[src/hdl/assert_macros.svh]
// assertion helpers for the gradient descent block
`ifndef ASSERT_MACROS_SVH
`define ASSERT_MACROS_SVH
// implication checked on every rising clock edge outside reset
`define CHECK_IMPL(label, clk, rst_n, lhs, rhs) \
    label: assert property (@(posedge clk) disable iff (!rst_n) (lhs) |-> (rhs)) \
        else $error("check failed");
// next-cycle implication
`define CHECK_NEXT(label, clk, rst_n, lhs, rhs) \
    label: assert property (@(posedge clk) disable iff (!rst_n) (lhs) |=> (rhs)) \
        else $error("check failed");
`endif

[src/hdl/lgd_pkg.sv]
// ----------------------------------------------------------------------------
// lgd_pkg
// shared types and constants for the gradient descent block
// ----------------------------------------------------------------------------
`default_nettype none
package lgd_pkg;
    localparam int DEF_MAX_ROWS = 256;
    localparam int DEF_MAX_COLS = 16;
    localparam int QDEPTH = 4;

    typedef enum logic [1:0] {
        OP_FEAT = 2'd0,
        OP_TGT  = 2'd1,
        OP_WGT  = 2'd2,
        OP_ITER = 2'd3
    } op_t;

    typedef enum logic [1:0] {
        CFG_STEP = 2'd0,
        CFG_ROWS = 2'd1,
        CFG_COLS = 2'd2
    } cfg_idx_t;

    typedef struct packed {
        op_t         op;
        logic [7:0]  row;
        logic [3:0]  col;
        logic [31:0] value;
    } cmd_t;

    typedef struct packed {
        logic        kind;
        logic [3:0]  index;
        logic [63:0] value;
        logic        last;
    } res_t;

    typedef enum logic [3:0] {
        S_IDLE, S_CLR, S_PRED, S_PRED_ACC, S_RES, S_GRAD, S_GRAD_ACC,
        S_CDIV, S_COST_OUT, S_UPD_MUL, S_UPD_DIV, S_UPD_OUT
    } st_t;

    localparam logic [63:0] I64_MAX = 64'h7FFF_FFFF_FFFF_FFFF;
    localparam logic [63:0] I64_MIN = 64'h8000_0000_0000_0000;

    function automatic logic [63:0] sat_add64(input logic [63:0] a, input logic [63:0] b);
        logic [63:0] s;
        s = a + b;
        if (!a[63] && !b[63] && s[63]) return I64_MAX;
        if (a[63] && b[63] && !s[63]) return I64_MIN;
        return s;
    endfunction
endpackage
`default_nettype wire

[src/hdl/lgd_fifo.sv]
// ----------------------------------------------------------------------------
// lgd_fifo
// small synchronous queue between front and back
// ----------------------------------------------------------------------------
`default_nettype none
module lgd_fifo
    import lgd_pkg::*;
#(
    parameter int W = 8,
    parameter int D = QDEPTH
) (
    input  wire logic         clk,
    input  wire logic         rst_n,
    input  wire logic         wr,
    input  wire logic [W-1:0] wdata,
    output logic              full,
    input  wire logic         rd,
    output logic [W-1:0]      rdata,
    output logic              empty
);
    localparam int AW = (D > 1) ? $clog2(D) : 1;
    logic [W-1:0] mem [D];
    logic [AW-1:0] wp_reg, rp_reg;
    logic [AW:0] cnt_reg;

    assign full  = (cnt_reg == (AW+1)'(D));
    assign empty = (cnt_reg == '0);
    assign rdata = mem[rp_reg];

    always_ff @(posedge clk)
    begin
        if (wr && !full) mem[wp_reg] <= wdata;
    end

    always_ff @(posedge clk or negedge rst_n)
    begin
        if (!rst_n)
        begin
            wp_reg <= '0;
            rp_reg <= '0;
            cnt_reg <= '0;
        end
        else
        begin
            if (wr && !full)
                wp_reg <= (wp_reg == AW'(D-1)) ? '0 : wp_reg + 1'b1;
            if (rd && !empty)
                rp_reg <= (rp_reg == AW'(D-1)) ? '0 : rp_reg + 1'b1;
            cnt_reg <= cnt_reg + (AW+1)'(wr && !full) - (AW+1)'(rd && !empty);
        end
    end
endmodule
`default_nettype wire

[config.mk]
export PLATFORM = sky130hd
export DESIGN_NAME = lgd_fifo
export DESIGN_NICKNAME = d
export VERILOG_FILES = /design/src/hdl/assert_macros.svh /design/src/hdl/lgd_pkg.sv /design/src/hdl/lgd_fifo.sv
export SDC_FILE = /design/constraint.sdc
export NUM_CORES = 1
export LEC_CHECK = 0
export ABC_AREA = 1
export BUFFER_PORTS_ARGS = -buffer_cell sky130_fd_sc_hd__buf_2
export CORE_MARGIN = 2
export CORE_UTILIZATION = 56
export DETAILED_ROUTE_END_ITERATION = 10
export PLACE_DENSITY_LB_ADDON = 0.15
export SETUP_SLACK_MARGIN = 0.4
export SLEW_MARGIN = 20
export SYNTH_ARGS = -nofsm -noshare
export SYNTH_HDL_FRONTEND = slang
export SYNTH_SLANG_ARGS = --single-unit
[constraint.sdc]
create_clock -name clk -period 2.57 [get_ports clk]
set_input_delay 0.514 -clock clk [delete_from_list [all_inputs] [get_ports clk]]
set_output_delay 0.514 -clock clk [all_outputs]
set_load 0.05 [all_outputs]
; ---- Word-level counts from Yosys, hierarchy flattened
; Memory sizes are Yosys's and may differ from the RTL's.
; Index checks and enable logic that the tools add are counted.
[word_totals]
ff_bits = 7
mem_bits_rw = 32
inputBits = 12
out_inout_bits = 10
elab_cells = 20
memories = 1
[op_classes]
add_sub_neg = 4
eq_ne = 3
mux = 4
reduce_logical = 5
[memory_table]
columns = name, words, width, read_ports, rd_clocked_by_memory_dff, wr, line
row1 = mem, 4, 8, 1, 0, 1, lgd_fifo.sv:22  ; logic [W-1:0] mem [D];
[ops]
columns = operator, n
row1 = adder 2 x 1 -> 2 bit (second input constant), 2
row2 = == test 2 bit (second input constant), 2
row3 = 2-to-1 mux 2 bit, 2
row4 = adder 3 x 1 -> 3 bit, 1
row5 = == test 3 bit (second input constant), 1
row6 = logical NOT 3 bit, 1
row7 = subtractor 3 x 1 -> 3 bit, 1
row8 = logical AND 1 bit, 2
row9 = logical NOT 1 bit, 2
row10 = 2-to-1 mux 1 bit, 2

; ---- Logic depth before layout (Yosys ltp)
[depth]
depth_word = 5
depth_mapped = 10
depth_no_buf = 10

; ---- Worst setup path after synthesis
; No wires, ideal clock.
[synth_path]
path_type = register to register
startpoint = register cnt_reg[1]
endpoint = register cnt_reg[2]
setup_time_ns = 0.065
arrival_ns = 1.781
t_required_ns = 2.505
setup_slack_ns = 0.724
path_stages_with_launch = 11
n_path_buf = 0
period_less_slack_ns = 1.846
cell_sequence = dfrtp_1 -> nor2_2 -> nand2_1 -> nand2_1 -> inv_1 -> ha_1 -> inv_1 -> ha_1 -> fa_1 -> nand3b_1 -> nand2_1
[synth_between]
elab_chain_len = 5
word_cells_on_any_way = 8
classes_between = add/sub (2) / eq/ne (1) / reduce/logical (5)
[synth_rtl]
columns = item, line
row1 = from (decl), lgd_fifo.sv:24  ; logic [AW:0] cnt_reg;
row2 = from (signal assigned), lgd_fifo.sv:49  ; cnt_reg <= cnt_reg + (AW+1)'(wr && !full) - (AW+1)'(rd && !empty);
row3 = == test 3 bit, lgd_fifo.sv:26  ; assign full = (cnt_reg == (AW+1)'(D));
row4 = logical NOT 1 bit, lgd_fifo.sv:49
row5 = logical AND 1 bit, lgd_fifo.sv:49
row6 = adder 3 x 1 -> 3 bit, lgd_fifo.sv:49
row7 = subtractor 3 x 1 -> 3 bit (*), lgd_fifo.sv:49
; Mark *: on every way between the ends. The rest lies on a longest branch, timed or not.
; A chain may end at the register's enable or synchronous reset.

; ---- Worst setup path after layout
[layout_path]
startpoint = register rp_reg[1]
endpoint = output rdata[4]
[layout_between]
elab_chain_len = 1
[layout_rtl]
columns = item, line
row1 = from (decl), lgd_fifo.sv:23  ; logic [AW-1:0] wp_reg, rp_reg;
row2 = from (signal assigned), lgd_fifo.sv:48  ; rp_reg <= (rp_reg == AW'(D-1)) ? '0 : rp_reg + 1'b1;
row3 = memory (4 x 8 bit), -
row4 = to (decl), lgd_fifo.sv:18  ; output logic [W-1:0] rdata,
; Every way passes these cells.

==> flow_metrics.env <==
export IMPL_post_place_cells=217
export IMPL_grt_overflow=0
export IMPL_dieHeight_um=60.03
export IMPL_rows=20
export IMPL_dieArea_um2=3604
export IMPL_finalSetupViolCount=0
export IMPL_totalPowerFinal_mw=2.394
export IMPL_min_delay_start="wdata[7]"
export IMPL_root_buffer="clkbuf_4"
export IMPL_r2r_slack_ns=0.55
export IMPL_drive_gt1_share_pct=22.10
export IMPL_p_int_mw=1.276
export IMPL_setup_tns_ns=0
export IMPL_rr_startpoint="cnt_reg[1]$_DFF_PN0_"
export IMPL_coreArea_um2=3028
export IMPL_power_density_nw_per_um2=1216
export IMPL_ys_async_sr_fraction_pct=17.95
export IMPL_cap_viol_max_count=0
export IMPL_outcome="complete, no violations"
export IMPL_slowest_delay_ns=0.56
export IMPL_n_antenna_cell=0
export IMPL_yosys_top_cells_count="39 x nand2_1, 32 x edfxtp_1, 30 x inv_1"
export IMPL_wl_per_cell_um=12.91
export IMPL_largest_reg_flops=32
export IMPL_syn_area_um2=1758
export IMPL_whs_ns=0.3870
export IMPL_cp_end_kind="output port"
export IMPL_post_cts_setup_buffers=0
export IMPL_drc=0
export IMPL_ys_top_cells_by_area="edfxtp_1 55%, dfrtp_1 10%, nand2_1 8.3%"
export IMPL_grt_max_degree=36
export IMPL_worstMarginPinSlew_ns=0.3413
export IMPL_synth_edf_count=32
export IMPL_vdd_drop_max_mv=0.7079
export IMPL_synth_nets=171
export IMPL_ys_seq_area_share_pct=64.63
export IMPL_fin_nets=201
export IMPL_clock_latency_ns=0.33
export IMPL_grt_first_pass_wirelength_mm=4.636
export IMPL_grt_pass1_vias=1006
export IMPL_place_congestion=0.7619
export IMPL_synth_largest_area_cell="edfxtp_1"
export IMPL_hold_class="input pin to flip-flop"
export IMPL_ys_flop_type="edfxtp_1"
export IMPL_slew_headroom_pct=77.24
export IMPL_fin_crit_sh_pct=80.43
export IMPL_final_util_pct=65.00
export IMPL_portBuffers=21
export IMPL_htree_levels=2
export IMPL_track_usage_pct=18.66
export IMPL_routed_wirelength_mm=2.905
export IMPL_yosysWarnings=0
export IMPL_drtIter0Drc=66
export IMPL_place_area_um2=1907
export IMPL_first_pass_iters=4
export IMPL_ys_ff_latch=39
export IMPL_antenna_found_initial=0
export IMPL_worst_r2r_endpoint="cnt_reg[2]$_DFF_PN0_"
export IMPL_via_per_inst=4.916
export IMPL_syn_area_per_cell_um2=11.64
export IMPL_p_clk_share_pct=11.7
export IMPL_synth_top_area_share_pct=54.66
export IMPL_critPathSlowestCell="dfrtp_1"
export IMPL_hold_violations=0
export IMPL_cts_tree="done"
export IMPL_initial_utilization_pct=58.06
export IMPL_crit_type="flip-flop to output port"
export IMPL_nFillCells=229
export IMPL_crit_required_ns=2.06
export IMPL_rr_worst_depth=10
export IMPL_path_cells="buf_4, o211ai_1, nand2_1, buf_2"
export IMPL_stdcell_area_um2=1968
export IMPL_grt_setup_unrepaired="false"
export IMPL_post_dp_hpwl_mm=2.020
export IMPL_synth_most_common_cell="nand2_1"
export IMPL_met1_length_mm=1.274
export IMPL_synth_cell_type_count=15
export IMPL_wl_met3_um=129
export IMPL_multi_input_area_um2=457.9
export IMPL_cts_buffer_depth=2
export IMPL_place_ws_ns=0.5521
export IMPL_cts_sinks=39
export IMPL_postRouteAntennaNets=0
export IMPL_stdcell_count=225
export IMPL_cp_start_kind="flip-flop"
export IMPL_cp_max_fo=7
export IMPL_seqPwrFrac_pct=39.0
export IMPL_wl_met2_mm=1.472
export IMPL_period_minus_slack_ns=2.067
export IMPL_clock_skew_ns=0.006417
export IMPL_p_sw_mw=1.118
export IMPL_area_growth_synth_to_final_pct=11.96
export IMPL_path_clk_slew_ns=0.11
export IMPL_regArea_um2=1136
export IMPL_vias=1106
export IMPL_switching_share_pct=46.71
export IMPL_die_w_um=60.03
export IMPL_pin_count=22
export IMPL_p_comb_share_pct=49.3
export IMPL_p_leak_nw=0.8941
export IMPL_min_to="mem[1][7]$_DFFE_PP_"
export IMPL_hold_depth=1
export IMPL_max_freq_mhz=483.8
export IMPL_critPathArrivalTime_ns=1.55
export IMPL_top_layer="met4"
export IMPL_maxSlewViolCount=0
export IMPL_numCtsBuffers=5
export IMPL_fin_ws_ns=0.5028
export IMPL_synthCells=151
-- cell type report --
class,count,area share (%)
sequential,39,57.72
timing repair buffer,28,8.137
tap,44,2.797
clock buffer,5,1.907
inverter,30,5.722
clock inverter,2,0.4450
multi-input combinational,77,23.27
-- how the worst max path moves through the flow --
stage / start / endpoint / slack [ns]
global route: cnt_reg[1]$_DFF_PN0_ / cnt_reg[2]$_DFF_PN0_ / 0.42
finish: rp_reg[1]$_DFFE_PN0P_ / rdata[4] / 0.50
floorplan: cnt_reg[1]$_DFF_PN0_ / cnt_reg[2]$_DFF_PN0_ / 0.72
detailed placement: cnt_reg[1]$_DFF_PN0_ / cnt_reg[2]$_DFF_PN0_ / 0.55
global placement: cnt_reg[1]$_DFF_PN0_ / cnt_reg[2]$_DFF_PN0_ / 0.68
CTS: rp_reg[1]$_DFFE_PN0P_ / rdata[4] / 0.42
-- what timing repair did --
item / 4_1_cts / 5_1_grt
resized for setup: 0 / 3
endpoints found under the setup margin: 0 / 9
hold buffers: 1 / 0
hold endpoints to repair: 7 / 0
-- cells in the final DEF (no fill, tap or decap), drive strengths merged --
cell	netlist	final
buf	5	27
clkbuf	0	5
clkinv	0	2
dfrtp	7	7
dlygate4sd3	0	1
edfxtp	32	32
fa	1	1
ha	7	7
inv	30	30
nand2	41	41
nand3	4	4
nand3b	1	1
nor2	7	7
o211ai	16	16
-- cell families after synthesis --
logic type,synth area share [%]
adder cells (fa/ha/maj),6.121
AO/OA/AOI/OAI,7.117
buffers and inverters,9.608
flip-flops,64.63
AND/OR/NAND/NOR,12.53
-- layer usage --
metal | track usage [%] | vias to the layer above
met5 | 0 | -
met4 | 7.619 | 0
met3 | 4.545 | 4
met2 | 30.43 | 29
met1 | 23.91 | 520
li1 | - | 553
-- worst max-delay path, delay by kind of cell, from the launching register on --
family          cells  cell delay [ns]
simple gates        1             0.10
compound gates      1             0.09
buf+inv             2             0.47
flops               1             0.56
-- power by group through the flow --
stage | Clock [mW] | Combinational, mW | Sequential (mW)
3_5_place_dp | 0 | 1.18 | 0.947
5_1_grt | 0.320 | 1.30 | 0.947
6_report | 0.280 | 1.18 | 0.934
4_1_cts | 0.286 | 1.19 | 0.932
2_1_floorplan | 0 | 0.962 | 0.920
3_3_place_gp | 0 | 1.14 | 0.939
(Power assumes the default switching activity.)
